### config.mk
export PLATFORM = sky130hd
export DESIGN_NAME = current_sense_window_filter_flat
export DESIGN_NICKNAME = d
export VERILOG_FILES = /design/src/sv/cswf_pkg.sv /design/src/sv/cswf_if.sv /design/src/sv/cswf_csr.sv /design/src/sv/cswf_ctrl.sv /design/src/sv/cswf_dp.sv /design/src/sv/current_sense_window_filter.sv /design/src/flat_wrapper.sv
export SDC_FILE = /design/constraint.sdc
export NUM_CORES = 2
export LEC_CHECK = 0
export ABC_AREA = 1
export BUFFER_PORTS_ARGS = -buffer_cell sky130_fd_sc_hd__buf_2
export CAP_MARGIN = 20
export CELL_PAD_IN_SITES_DETAIL_PLACEMENT = 1
export CELL_PAD_IN_SITES_GLOBAL_PLACEMENT = 1
export CORE_MARGIN = 5
export CORE_UTILIZATION = 25
export DETAILED_ROUTE_END_ITERATION = 10
export PLACE_DENSITY = 0.52
export RECOVER_POWER = 50
export SLEW_MARGIN = 30
export SYNTH_ARGS = -nofsm -noshare
export SYNTH_HDL_FRONTEND = slang
export SYNTH_SLANG_ARGS = --single-unit
### constraint.sdc
create_clock -name clock -period 9.1 [get_ports clock]
set_input_delay 0.91 -clock clock [delete_from_list [all_inputs] [get_ports clock]]
set_output_delay 0.91 -clock clock [all_outputs]
set_load 0.01 [all_outputs]
### src/sv/cswf_pkg.sv
`timescale 1ns / 1ps
package cswf_pkg;

   // Window geometry
   localparam int WINDOW   = 8;
   localparam int CHANNELS = 2;

   // Field widths
   localparam int CH_W     = 1;
   localparam int CODE_W   = 12;
   localparam int GAIN_W   = 16;
   localparam int LIMIT_W  = 15;
   localparam int MA_W     = 16;

   // Derived widths
   localparam int PTR_W    = (WINDOW > 1) ? $clog2(WINDOW) : 1;
   localparam int CNT_W    = $clog2(WINDOW + 1);
   localparam int ADDR_W   = (CHANNELS * WINDOW > 1) ? $clog2(CHANNELS * WINDOW) : 1;
   localparam int SUM_W    = MA_W + $clog2(WINDOW);
   localparam int ABS_W    = SUM_W - 1;
   localparam int RECIP_K  = ABS_W;
   localparam int RECIP_W  = RECIP_K + 1;
   localparam int QPROD_W  = ABS_W + RECIP_W;
   localparam int PROD_W   = CODE_W + GAIN_W;
   localparam int MAG_W    = PROD_W + 1 - 8;

   // Configuration port
   localparam int CSR_ADDR_W = 4;
   localparam int CSR_DATA_W = 32;

   localparam logic [CODE_W-1:0]  ZERO_CODE_RST = CODE_W'(2048);
   localparam logic [GAIN_W-1:0]  GAIN_RST      = GAIN_W'(1114);
   localparam logic [LIMIT_W-1:0] DEADBAND_RST  = LIMIT_W'(50);
   localparam logic [LIMIT_W-1:0] CLAMP_RST     = LIMIT_W'(5000);

   typedef enum logic [1:0] {
      CSR_ZERO_CODE,
      CSR_GAIN_Q8,
      CSR_DEADBAND,
      CSR_CLAMP
   } csr_index_type;

   typedef struct packed {
      logic [CODE_W-1:0]  zero_code;
      logic [GAIN_W-1:0]  gain_q8;
      logic [LIMIT_W-1:0] deadband_ma;
      logic [LIMIT_W-1:0] clamp_ma;
   } cfg_type;

   // Sequencer states
   typedef enum logic [2:0] {
      ST_IDLE,
      ST_MUL,
      ST_SAT,
      ST_ACC,
      ST_QEST,
      ST_FIX
   } state_type;

   // Step strobes from the controller to the datapath
   typedef struct packed {
      logic capture;
      logic mul;
      logic sat;
      logic acc;
      logic qest;
      logic load;
   } cmd_type;

endpackage

### src/sv/cswf_if.sv
`timescale 1ns / 1ps
interface cswf_req_if;
   import cswf_pkg::*;
   logic              valid;
   logic              ready;
   logic [CH_W-1:0]   channel;
   logic [CODE_W-1:0] sample_code;

   modport source (output valid, output channel, output sample_code, input ready);
   modport sink   (input valid, input channel, input sample_code, output ready);
endinterface

interface cswf_rsp_if;
   import cswf_pkg::*;
   logic                   valid;
   logic                   ready;
   logic [CH_W-1:0]        channel_out;
   logic signed [MA_W-1:0] instant_ma;
   logic signed [MA_W-1:0] filtered_ma;
   logic                   window_full;

   modport source (output valid, output channel_out, output instant_ma,
                   output filtered_ma, output window_full, input ready);
   modport sink   (input valid, input channel_out, input instant_ma,
                   input filtered_ma, input window_full, output ready);
endinterface

### src/sv/cswf_csr.sv
`timescale 1ns / 1ps
module cswf_csr (
   input  logic                                clock,
   input  logic                                reset,
   input  logic                                csr_psel,
   input  logic                                csr_penable,
   input  logic                                csr_pwrite,
   input  logic [cswf_pkg::CSR_ADDR_W-1:0]     csr_paddr,
   input  logic [cswf_pkg::CSR_DATA_W-1:0]     csr_pwdata,
   output logic [cswf_pkg::CSR_DATA_W-1:0]     csr_prdata,
   output logic                                csr_pready,
   output cswf_pkg::cfg_type                   cfg
);
   import cswf_pkg::*;

   cfg_type       cfg_ff;
   cfg_type       cfg_in;
   csr_index_type index;
   logic          wr_en;

   assign index      = csr_index_type'(csr_paddr[3:2]);
   assign wr_en      = csr_psel & csr_penable & csr_pwrite;
   assign csr_pready = 1'b1;
   assign cfg        = cfg_ff;

   // Register write decode
   always_comb begin
      cfg_in = cfg_ff;
      if (wr_en) begin
         unique case (index)
            CSR_ZERO_CODE: cfg_in.zero_code   = csr_pwdata[CODE_W-1:0];
            CSR_GAIN_Q8:   cfg_in.gain_q8     = csr_pwdata[GAIN_W-1:0];
            CSR_DEADBAND:  cfg_in.deadband_ma = csr_pwdata[LIMIT_W-1:0];
            CSR_CLAMP:     cfg_in.clamp_ma    = csr_pwdata[LIMIT_W-1:0];
            default:       cfg_in = cfg_ff;
         endcase
      end
   end

   always_ff @(posedge clock) begin
      if (reset) begin
         cfg_ff.zero_code   <= ZERO_CODE_RST;
         cfg_ff.gain_q8     <= GAIN_RST;
         cfg_ff.deadband_ma <= DEADBAND_RST;
         cfg_ff.clamp_ma    <= CLAMP_RST;
      end else begin
         cfg_ff <= cfg_in;
      end
   end

   // Read mux
   always_comb begin
      unique case (index)
         CSR_ZERO_CODE: csr_prdata = CSR_DATA_W'(cfg_ff.zero_code);
         CSR_GAIN_Q8:   csr_prdata = CSR_DATA_W'(cfg_ff.gain_q8);
         CSR_DEADBAND:  csr_prdata = CSR_DATA_W'(cfg_ff.deadband_ma);
         CSR_CLAMP:     csr_prdata = CSR_DATA_W'(cfg_ff.clamp_ma);
         default:       csr_prdata = '0;
      endcase
   end

endmodule

### src/sv/cswf_ctrl.sv
`timescale 1ns / 1ps
module cswf_ctrl (
   input  logic              clock,
   input  logic              reset,
   input  logic              req_valid,
   output logic              req_ready,
   output logic              rsp_valid,
   input  logic              rsp_ready,
   output cswf_pkg::cmd_type cmd
);
   import cswf_pkg::*;

   state_type state_ff;
   state_type state_in;
   logic      rsp_valid_ff;
   logic      rsp_valid_in;
   logic      out_free;

   assign out_free  = ~rsp_valid_ff | rsp_ready;
   assign rsp_valid = rsp_valid_ff;

   always_ff @(posedge clock) begin
      if (reset) begin
         state_ff     <= ST_IDLE;
         rsp_valid_ff <= 1'b0;
      end else begin
         state_ff     <= state_in;
         rsp_valid_ff <= rsp_valid_in;
      end
   end

   // Next state and step strobes
   always_comb begin
      state_in  = state_ff;
      cmd       = '0;
      req_ready = 1'b0;
      unique case (state_ff)
         ST_IDLE: begin
            req_ready = 1'b1;
            if (req_valid) begin
               cmd.capture = 1'b1;
               state_in    = ST_MUL;
            end
         end
         ST_MUL: begin
            cmd.mul  = 1'b1;
            state_in = ST_SAT;
         end
         ST_SAT: begin
            cmd.sat  = 1'b1;
            state_in = ST_ACC;
         end
         ST_ACC: begin
            cmd.acc  = 1'b1;
            state_in = ST_QEST;
         end
         ST_QEST: begin
            cmd.qest = 1'b1;
            state_in = ST_FIX;
         end
         ST_FIX: begin
            // hold until the output register is free, then take the next request
            if (out_free) begin
               cmd.load  = 1'b1;
               req_ready = 1'b1;
               if (req_valid) begin
                  cmd.capture = 1'b1;
                  state_in    = ST_MUL;
               end else begin
                  state_in = ST_IDLE;
               end
            end
         end
         default: state_in = ST_IDLE;
      endcase
   end

   assign rsp_valid_in = cmd.load | (rsp_valid_ff & ~rsp_ready);

endmodule

### src/sv/cswf_dp.sv
`timescale 1ns / 1ps
module cswf_dp (
   input  logic                               clock,
   input  logic                               reset,
   input  cswf_pkg::cmd_type                  cmd,
   input  cswf_pkg::cfg_type                  cfg,
   input  logic [cswf_pkg::CH_W-1:0]          req_channel,
   input  logic [cswf_pkg::CODE_W-1:0]        req_sample_code,
   output logic [cswf_pkg::CH_W-1:0]          rsp_channel_out,
   output logic signed [cswf_pkg::MA_W-1:0]   rsp_instant_ma,
   output logic signed [cswf_pkg::MA_W-1:0]   rsp_filtered_ma,
   output logic                               rsp_window_full
);
   import cswf_pkg::*;

   // Request capture
   logic [CH_W-1:0]   ch_ff;
   logic [CODE_W-1:0] code_ff;

   // Conversion
   logic                   neg_ff;
   logic [PROD_W-1:0]      prod_ff;
   logic signed [MA_W-1:0] inst_ff;
   logic signed [MA_W-1:0] old_ff;

   // Per-channel ring state
   logic signed [MA_W-1:0]  window_mem [CHANNELS*WINDOW];
   logic signed [SUM_W-1:0] sum_ff  [CHANNELS];
   logic [PTR_W-1:0]        pos_ff  [CHANNELS];
   logic [CNT_W-1:0]        fill_ff [CHANNELS];

   // Divide
   logic [ABS_W-1:0]   abs_ff;
   logic               sneg_ff;
   logic [CNT_W-1:0]   n_ff;
   logic [QPROD_W-1:0] qprod_ff;
   logic [RECIP_W-1:0] recip_tab [WINDOW+1];

   // Output register
   logic [CH_W-1:0]        out_ch_ff;
   logic signed [MA_W-1:0] out_inst_ff;
   logic signed [MA_W-1:0] out_filt_ff;
   logic                   out_full_ff;

   logic                    ch_ok;
   logic [ADDR_W-1:0]       mem_addr;
   logic signed [CODE_W:0]  diff;
   logic [CODE_W-1:0]       absd;
   logic [PROD_W-1:0]       prod_in;
   logic [MAG_W-1:0]        mag;
   logic [LIMIT_W-1:0]      mag_lim;
   logic signed [MA_W-1:0]  inst_in;
   logic                    was_full;
   logic signed [SUM_W-1:0] sum_in;
   logic [CNT_W-1:0]        fill_in;
   logic [PTR_W-1:0]        pos_in;
   logic [ABS_W-1:0]        abs_in;
   logic [QPROD_W-1:0]      qprod_in;
   logic [ABS_W-1:0]        q_est;
   logic [ABS_W-1:0]        q_times_n;
   logic [ABS_W-1:0]        rem;
   logic [ABS_W-1:0]        q_fix;
   logic signed [MA_W-1:0]  filt_in;
   logic                    full_in;

   // Reciprocal table, floor(2^K / n)
   assign recip_tab[0] = '0;
   for (genvar i = 1; i <= WINDOW; i++) begin : g_recip
      localparam longint RecipVal = (longint'(1) << RECIP_K) / i;
      assign recip_tab[i] = RECIP_W'(RecipVal);
   end

   assign ch_ok    = (int'(ch_ff) < CHANNELS);
   assign mem_addr = ADDR_W'(ADDR_W'(ch_ff) * ADDR_W'(WINDOW)) + ADDR_W'(pos_ff[ch_ff]);
   assign was_full = (fill_ff[ch_ff] == CNT_W'(WINDOW));

   // Offset removal and gain multiply
   always_comb begin
      diff    = $signed({1'b0, code_ff}) - $signed({1'b0, cfg.zero_code});
      absd    = diff[CODE_W] ? CODE_W'(-diff) : CODE_W'(diff);
      prod_in = PROD_W'(absd) * PROD_W'(cfg.gain_q8);
   end

   // Round, deadband, clamp, apply sign
   always_comb begin
      mag = MAG_W'(((PROD_W+1)'(prod_ff) + (PROD_W+1)'(128)) >> 8);
      if (mag < MAG_W'(cfg.deadband_ma)) begin
         mag_lim = '0;
      end else if (mag > MAG_W'(cfg.clamp_ma)) begin
         mag_lim = cfg.clamp_ma;
      end else begin
         mag_lim = LIMIT_W'(mag);
      end
      inst_in = neg_ff ? -MA_W'(mag_lim) : MA_W'(mag_lim);
   end

   // Running window sum: add the new entry, drop the one it overwrites
   always_comb begin
      sum_in = sum_ff[ch_ff] + SUM_W'(inst_ff);
      if (was_full) begin
         sum_in = sum_in - SUM_W'(old_ff);
      end
      fill_in = was_full ? fill_ff[ch_ff] : fill_ff[ch_ff] + CNT_W'(1);
      pos_in  = (pos_ff[ch_ff] == PTR_W'(WINDOW - 1)) ? '0 : pos_ff[ch_ff] + PTR_W'(1);
      abs_in  = sum_in[SUM_W-1] ? ABS_W'(-sum_in) : ABS_W'(sum_in);
   end

   // Quotient estimate by reciprocal, then one correction step
   always_comb begin
      qprod_in  = QPROD_W'(abs_ff) * QPROD_W'(recip_tab[n_ff]);
      q_est     = qprod_ff[RECIP_K +: ABS_W];
      q_times_n = ABS_W'(q_est * ABS_W'(n_ff));
      rem       = abs_ff - q_times_n;
      q_fix     = (rem >= ABS_W'(n_ff)) ? q_est + ABS_W'(1) : q_est;
      if (ch_ok) begin
         filt_in = sneg_ff ? -MA_W'(q_fix) : MA_W'(q_fix);
         full_in = (n_ff == CNT_W'(WINDOW));
      end else begin
         filt_in = inst_ff;
         full_in = 1'b0;
      end
   end

   // Payload registers
   always_ff @(posedge clock) begin
      if (cmd.capture) begin
         ch_ff   <= req_channel;
         code_ff <= req_sample_code;
      end
      if (cmd.mul) begin
         neg_ff  <= diff[CODE_W];
         prod_ff <= prod_in;
         old_ff  <= window_mem[mem_addr];
      end
      if (cmd.sat) begin
         inst_ff <= inst_in;
      end
      if (cmd.acc) begin
         abs_ff  <= abs_in;
         sneg_ff <= sum_in[SUM_W-1];
         n_ff    <= fill_in;
         if (ch_ok) begin
            window_mem[mem_addr] <= inst_ff;
         end
      end
      if (cmd.qest) begin
         qprod_ff <= qprod_in;
      end
      if (cmd.load) begin
         out_ch_ff   <= ch_ff;
         out_inst_ff <= inst_ff;
         out_filt_ff <= filt_in;
         out_full_ff <= full_in;
      end
   end

   // Per-channel ring control
   always_ff @(posedge clock) begin
      if (reset) begin
         for (int c = 0; c < CHANNELS; c++) begin
            sum_ff[c]  <= '0;
            pos_ff[c]  <= '0;
            fill_ff[c] <= '0;
         end
      end else if (cmd.acc && ch_ok) begin
         sum_ff[ch_ff]  <= sum_in;
         pos_ff[ch_ff]  <= pos_in;
         fill_ff[ch_ff] <= fill_in;
      end
   end

   assign rsp_channel_out = out_ch_ff;
   assign rsp_instant_ma  = out_inst_ff;
   assign rsp_filtered_ma = out_filt_ff;
   assign rsp_window_full = out_full_ff;

endmodule

### src/sv/current_sense_window_filter.sv
`timescale 1ns / 1ps
// Current sense window filter.
// A request on req_bus carries a channel number and a raw 12-bit ADC code.
// The block removes the zero-current code, scales to milliamps with the Q8
// gain, applies deadband and clamp, and returns on rsp_bus the instantaneous
// current, the mean of the channel's last WINDOW currents (mean of what has
// been written while the window fills) and a window-full flag.
// Each request runs through the controller's step sequence (gain multiply,
// saturate, window update, reciprocal multiply, quotient correction) before
// its result moves into the output register; a new request is taken only
// while idle or in the cycle the result moves into the output register.
// When the receiver stalls, the finished result waits in the output register
// and the block holds its last step until that register frees up.
// Reset (synchronous) empties both windows and loads the default settings;
// the user must change settings through the csr_ port only while no request
// is pending, as the block itself does not enforce this.
module current_sense_window_filter (
   input  logic                                clock,
   input  logic                                reset,
   cswf_req_if.sink                            req_bus,
   cswf_rsp_if.source                          rsp_bus,
   input  logic                                csr_psel,
   input  logic                                csr_penable,
   input  logic                                csr_pwrite,
   input  logic [cswf_pkg::CSR_ADDR_W-1:0]     csr_paddr,
   input  logic [cswf_pkg::CSR_DATA_W-1:0]     csr_pwdata,
   output logic [cswf_pkg::CSR_DATA_W-1:0]     csr_prdata,
   output logic                                csr_pready
);
   import cswf_pkg::*;

   cfg_type cfg;
   cmd_type cmd;

   cswf_csr u_csr (
      .clock       (clock),
      .reset       (reset),
      .csr_psel    (csr_psel),
      .csr_penable (csr_penable),
      .csr_pwrite  (csr_pwrite),
      .csr_paddr   (csr_paddr),
      .csr_pwdata  (csr_pwdata),
      .csr_prdata  (csr_prdata),
      .csr_pready  (csr_pready),
      .cfg         (cfg)
   );

   cswf_ctrl u_ctrl (
      .clock     (clock),
      .reset     (reset),
      .req_valid (req_bus.valid),
      .req_ready (req_bus.ready),
      .rsp_valid (rsp_bus.valid),
      .rsp_ready (rsp_bus.ready),
      .cmd       (cmd)
   );

   cswf_dp u_dp (
      .clock           (clock),
      .reset           (reset),
      .cmd             (cmd),
      .cfg             (cfg),
      .req_channel     (req_bus.channel),
      .req_sample_code (req_bus.sample_code),
      .rsp_channel_out (rsp_bus.channel_out),
      .rsp_instant_ma  (rsp_bus.instant_ma),
      .rsp_filtered_ma (rsp_bus.filtered_ma),
      .rsp_window_full (rsp_bus.window_full)
   );

endmodule
### src/flat_wrapper.sv
// flat-port wrapper written by rule: the top's interface ports become plain ports
module current_sense_window_filter_flat import cswf_pkg::*;
  (clock, reset, csr_psel, csr_penable, csr_pwrite, csr_paddr, csr_pwdata, csr_prdata, csr_pready, req_bus_valid, req_bus_channel, req_bus_sample_code, req_bus_ready, rsp_bus_valid, rsp_bus_channel_out, rsp_bus_instant_ma, rsp_bus_filtered_ma, rsp_bus_window_full, rsp_bus_ready);
  cswf_req_if req_bus_i ();
  cswf_rsp_if rsp_bus_i ();
  input  logic clock;
  input  logic reset;
  input  logic csr_psel;
  input  logic csr_penable;
  input  logic csr_pwrite;
  input  logic [cswf_pkg::CSR_ADDR_W-1:0] csr_paddr;
  input  logic [cswf_pkg::CSR_DATA_W-1:0] csr_pwdata;
  output logic [cswf_pkg::CSR_DATA_W-1:0] csr_prdata;
  output logic csr_pready;
  input wire logic [$bits(req_bus_i.valid)-1:0] req_bus_valid;
  input wire logic [$bits(req_bus_i.channel)-1:0] req_bus_channel;
  input wire logic [$bits(req_bus_i.sample_code)-1:0] req_bus_sample_code;
  output wire logic [$bits(req_bus_i.ready)-1:0] req_bus_ready;
  output wire logic [$bits(rsp_bus_i.valid)-1:0] rsp_bus_valid;
  output wire logic [$bits(rsp_bus_i.channel_out)-1:0] rsp_bus_channel_out;
  output wire logic [$bits(rsp_bus_i.instant_ma)-1:0] rsp_bus_instant_ma;
  output wire logic [$bits(rsp_bus_i.filtered_ma)-1:0] rsp_bus_filtered_ma;
  output wire logic [$bits(rsp_bus_i.window_full)-1:0] rsp_bus_window_full;
  input wire logic [$bits(rsp_bus_i.ready)-1:0] rsp_bus_ready;
  assign req_bus_i.valid = req_bus_valid;
  assign req_bus_i.channel = req_bus_channel;
  assign req_bus_i.sample_code = req_bus_sample_code;
  assign req_bus_ready = req_bus_i.ready;
  assign rsp_bus_valid = rsp_bus_i.valid;
  assign rsp_bus_channel_out = rsp_bus_i.channel_out;
  assign rsp_bus_instant_ma = rsp_bus_i.instant_ma;
  assign rsp_bus_filtered_ma = rsp_bus_i.filtered_ma;
  assign rsp_bus_window_full = rsp_bus_i.window_full;
  assign rsp_bus_i.ready = rsp_bus_ready;
  current_sense_window_filter u_core (.clock(clock), .reset(reset), .req_bus(req_bus_i), .rsp_bus(rsp_bus_i), .csr_psel(csr_psel), .csr_penable(csr_penable), .csr_pwrite(csr_pwrite), .csr_paddr(csr_paddr), .csr_pwdata(csr_pwdata), .csr_prdata(csr_prdata), .csr_pready(csr_pready));
endmodule
Yosys cells after proc, flatten, opt, wreduce, memory -nomap -nowiden
Memories as Yosys holds them, arrays and structs flattened. A register that Yosys moved wholly into a read port is not among the register bits.
Index checks and enable logic that the tools add are counted.
- flip-flop bits (word level): 213
- bits in latches: 0
- memory bits (writable): 308
- bits in read-only memories: 304
- input port bits: 56
- output and inout bits: 69
- word-level logic and storage cells: 121
- memories kept: 5
- memories (memory ; words ; bits a word ; read ports ; clocked after Yosys merged registers in ; write ports ; RTL line ; RTL):
    (name not given) ; 16 ; 19 ; 1 ; 0 ; 0 ; cswf_dp.sv:110 ; qprod_in = QPROD_W'(abs_ff) * QPROD_W'(recip_tab[n_ff]);
    u_core.u_dp.window_mem ; 16 ; 16 ; 1 ; 1 ; 1 ; cswf_dp.sv:27 ; logic signed [MA_W-1:0] window_mem [CHANNELS*WINDOW];
    u_core.u_dp.sum_ff ; 2 ; 19 ; 1 ; 1 ; 2 ; cswf_dp.sv:28 ; logic signed [SUM_W-1:0] sum_ff [CHANNELS];
    u_core.u_dp.fill_ff ; 2 ; 4 ; 1 ; 1 ; 2 ; cswf_dp.sv:30 ; logic [CNT_W-1:0] fill_ff [CHANNELS];
    u_core.u_dp.pos_ff ; 2 ; 3 ; 1 ; 1 ; 2 ; cswf_dp.sv:29 ; logic [PTR_W-1:0] pos_ff [CHANNELS];
- add/sub/neg operators: 13
- multipliers: 3
- divide/modulo/power cells: 0
- $lt $le $gt $ge: 4
- equal/unequal tests: 13
- shift operators: 0
- mux-type cells: 45
- bitwise logic cells: 8
- reductions and logical operators: 10
- operators with widths (cell ; number):
    32-bit one-hot mux with 4 select lines ; 1
    19-bit 2-to-1 mux ; 4
    15-bit 2-to-1 mux ; 3
    18-bit by 19-bit multiplier with 36-bit output ; 1
    16-bit 2-to-1 mux ; 2
    28-bit by 8-bit adder with 29-bit output (second input constant) ; 1
    12-bit by 16-bit multiplier with 28-bit output ; 1
    1-bit 2-to-1 mux ; 24
    21-bit by 15-bit > comparator with 1-bit output ; 1
    21-bit by 15-bit < comparator with 1-bit output ; 1
    19-bit by 16-bit adder with 19-bit output ; 1
    19-bit OR reduction ; 1
    19-bit by 16-bit subtractor with 19-bit output ; 1
    18-bit by 4-bit >= comparator with 1-bit output ; 1
    18-bit by 4-bit multiplier with 18-bit output ; 1
    18-bit 2-to-1 mux ; 1
    18-bit negator ; 1
    3-bit one-hot mux with 6 select lines ; 1
    18-bit subtractor ; 1
    16-bit by 1-bit adder with 16-bit output (second input constant) ; 1
    15-bit negator with 16-bit output ; 1
    16-bit negator ; 1
    12-bit by 12-bit subtractor with 13-bit output ; 1
    12-bit 2-to-1 mux ; 1
    24 further kinds ; 43

Longest topological paths before layout
- depth after elaboration: 7
- depth in mapped cells: 36
- depth with buffers taken out: 35

Cells and area by module
From an unflattened synthesis, not the netlist that was laid out.
- cell total of the unflattened synthesis: 4915
- area total of the unflattened synthesis: 43783.2 um^2
- by module, submodules not included (module ; times used ; cells an instance ; area an instance (um^2) ; seq. area each (um^2)):
    cswf_dp ; 1 ; 4442 ; 40695.3 ; 13533.0
    cswf_csr ; 1 ; 430 ; 2815.2 ; 1161.1
    cswf_ctrl ; 1 ; 43 ; 272.8 ; 80.1

Least setup slack after synthesis
Ideal clock, no wire load.
- path type: flip-flop to flip-flop
- from: register u_core.u_dp.n_ff[0]
- to: register u_core.u_dp.qprod_ff[35], data pin
- setup time: 0.262 ns
- data arrival time: 6.765 ns
- data required time: 8.838 ns
- path slack: 2.073 ns
- cell stages (with the launch flop): 29
- buffers on the path: 3
- period minus slack after synthesis: 7.027 ns
- cell sequence: edfxtp_1 -> clkbuf_1 -> clkbuf_1 -> inv_1 -> ha_1 -> inv_1 -> nand2_1 -> nor2_1 -> inv_1 -> clkbuf_1 -> nor2_1 -> fa_1 -> fa_1 -> fa_1 -> fa_1 -> inv_1 -> fa_1 -> inv_1 -> fa_1 -> ha_1 -> nand2_1 -> nor2_1 -> nand4_1 -> o21ai_0 -> a21oi_1 -> o21ai_0 -> nand2_1 -> o21bai_1 -> xor2_1
- cells in the longest elaborated chain, start to end: 5
- RTL lines (item ; RTL line ; RTL):
    from (decl) ; cswf_dp.sv:35 ; logic [CNT_W-1:0] n_ff;
    from (signal assigned) ; cswf_dp.sv:141 ; n_ff <= fill_in;
    4-bit inverter with 5-bit output (implied by the code) ; cswf_dp.sv:110 ;
    memory read 16 x 19 bit ; n/a ;
    19-bit 2-to-1 mux (implied by the code) (2 in a row) ; cswf_dp.sv:110 ;
    18-bit by 19-bit multiplier with 36-bit output ; cswf_dp.sv:110 ;
    via u_core.u_dp.qprod_in[35] ; cswf_dp.sv:58 ; logic [QPROD_W-1:0] qprod_in;
    to (signal assigned) ; cswf_dp.sv:147 ; qprod_ff <= qprod_in;
    to (decl) ; cswf_dp.sv:36 ; logic [QPROD_W-1:0] qprod_ff;
The timed path passes the listed nets, and every way through them passes these cells. The select of a mux whose other input is x is not followed.
A chain may end at the register's enable or synchronous reset.

Worst setup path after layout
- from: register u_core.u_dp.n_ff[3]
- to: register u_core.u_dp.qprod_ff[31], data pin
The elaborated chain is that of the path after synthesis.

==> impl_metrics.toml <==
[synth]
synth_seq_cells = 513
synth-edff-count = 450
syn_area_um2 = 43400
ys_seq_area_share_pct = 34.1
synthFlopType = "edfxtp_1"
ys.warnings.count = 0
syn_inst = 4815
synthArstFlopShare_pct = 0
synth.distinct_cells = 60
avgSynthCellArea_um2 = 9.00

[power]
power_frac_comb_pct = 62.7
power_mw = 15.4
p_sw_share_pct = 48.8
intPower_mw = 7.88
p_per_area_nw_per_um2 = 318
ir_drop_v = 0.000396
p_sw_mw = 7.51
power_frac_clock_pct = 16.0
seqPwrFrac_pct = 21.2
leakagePower_nw = 21.3

[run_status]
run_status = "complete, but fails checks"
violations = "max-capacitance violations, max-slew violations"

[setup_path]
cp.arrival_ns = 8.33
end_kind = "flop"
crit_top_cell = "fa_1"
slowest_stage = "a21oi_1"
setup.worst_path.start = "u_core.u_dp.n_ff[3]"
timing.rr.start = "u_core.u_dp.n_ff[3]"
critPathRequiredTime_ns = 9.54
worst_path_largest_cell_delay_ns = 0.58
setup.worst_path.start_class = "flop"
path_class = "reg -> reg"
cp_max_fo = 20

[routing]
vias = 32400
drt_wl_total_um = 140000
first_pass_iters = 5
drc = 0
routedWlPerCell_um = 19.4
viasPerCell = 4.49
drt-initial-drc-count = 1486
ant_nets = 0

[clocking]
htree_num_levels = 2
cts_hold_buf = 0
cts_sinks = 513
cts_resized = 0
cts_tree = "yes"
post_cts_buffers = 0
cts_buffer_depth = 3
numCtsBuffers = 56
clk_latency_ns = 0.68
path_clk_slew_ns = 0.07
cts-root-buf = "clkbuf_16"

[sta]
skew_ns = 0.0904
tns_ns = 0
finalCriticalPeriod_ns = 7.89
fmax_mhz = 127
tightest_slew_ns = 2.69
setup_violations = 0
finalHoldWorstSlack_ns = 0.443
drv_slew = 106
rsz0062_at_grt = "no"
max-slew-margin-rel_pct = -79.5
finalCritPeriodShare_pct = 86.7
hold_violations = 0
worst_slack_ns = 1.21

[global_routing]
grt_overflow = 0
grt_pass1_vias = 35000
grt_pass1_wl_um = 216000
grt_max_degree = 77
grtUsageTotal_pct = 15.4
antenna_found_initial = 3

[final_layout]
utilization_pct = 28.2
final_cell_mix = "938 x nand2_1, 827 x inv_1, 546 x nor2_1"
nNetsFinal = 5658
drive_above_1_share_pct = 5.72
num-fill-cells = 20100
final_area_um2 = 48500
syn2layout_area_growth_pct = 11.8
mostFrequentLayoutCell = "nand2_1"
fin_cells = 7228

[floorplanning]
rows = 152
die_area_um2 = 182000
io_pins = 125
die_y_um = 426
start_util_pct = 25.2
die_w_um = 426
core-area_um2 = 172000

[place]
dp.cells = 7122
io_buffers = 89
place_area_um2 = 46600
pre_cts_ws_ns = 1.13
dp_hpwl_um = 109000
gp_congestion = 0.857

[hold_path]
min-delay-start = "req_bus_sample_code[10]"
hold_path_class = "in -> reg"

[job]
maxCapViolations = 3
## worst paths after layout
path	slack [ns]	cells past startpoint	endpoint
setup / recovery	1.21	27	u_core.u_dp.qprod_ff[31]
hold reg to reg	0.50	2	u_core.u_csr.cfg[54]
setup reg to reg	1.21	27	u_core.u_dp.qprod_ff[31]
hold / removal	0.44	1	u_core.u_dp.code_ff[10]
## power by group through the flow
stage          clock [mW]  combinational [mW]  sequential, mW
6_report             2.47                9.66            3.27
4_1_cts              2.55                9.90            3.27
5_1_grt              2.64                11.0            3.29
2_1_floorplan           0                6.91            3.22
3_5_place_dp            0                9.83            3.32
3_3_place_gp            0                9.75            3.32
## cells in the mapped netlist (all sizes together), types with 36 or more instances
cell	n	area [µm²]
a21oi	184	925
clkbuf	133	499
dfxtp	63	1260
edfxtp	450	13500
fa	449	8990
ha	283	3540
inv	842	3160
nand2	943	3550
nand3	133	716
nand4	66	425
nor2	574	2200
nor3	38	218
o21ai	268	1360
o22ai	64	400
xnor2	36	315
xor2	117	1030
## sequential cells by signal, summed over array words and instances (netlist names), 12 cells and up, named ones only
register                     count
u_core.u_csr.cfg                58
u_core.u_dp.abs_ff              18
u_core.u_dp.code_ff             12
u_core.u_dp.inst_ff             16
u_core.u_dp.old_ff              16
u_core.u_dp.prod_ff             21
u_core.u_dp.qprod_ff            18
u_core.u_dp.rsp_filtered_ma     16
u_core.u_dp.rsp_instant_ma      16
u_core.u_dp.sum_ff              38
u_core.u_dp.window_mem         256
## metal layers
layer	global-route usage [%]	up-vias	routed length, µm	share of wire [%]
met5	0	-	0	0
met4	2.71	0	2460	1.8
met3	1.37	102	3560	2.5
met2	27.4	391	69300	49
met1	20.5	16500	64700	46
li1	-	15500	-	-
## cells by family after synthesis
kind of cell | synth area share, %
AND/OR/NAND/NOR | 17.0
buffers and inverters | 9.04
other | 0.0173
AO/OA/AOI/OAI | 7.82
flip-flops | 34.1
XOR/XNOR | 3.11
adder cells (fa/ha/maj) | 28.9
## critical path: cells and delay by family, from the launching register on
family	cells	cell delay [ns]
xor gates and xnor gates	1	0.19
and+or+nand+nor	8	0.96
DFF	1	0.32
AOI/OAI and AO/OA	4	1.25
adders and majority gates	7	3.65
buffers and inverters	7	1.33
## final cells by class
class                           instances  area (µm²)  area share, %
Tap cell                             2310        2890           5.96
Sequential cell                       513       14800           30.5
Timing Repair Buffer                  149         817           1.69
Clock buffer                           63        1430           2.95
Inverter                              848        3190           6.57
Multi-Input combinational cell       3302       24800           51.2
Clock inverter                         41         552           1.14
Antenna cell                            2        5.00         0.0103
(Power assumes the default switching activity.)
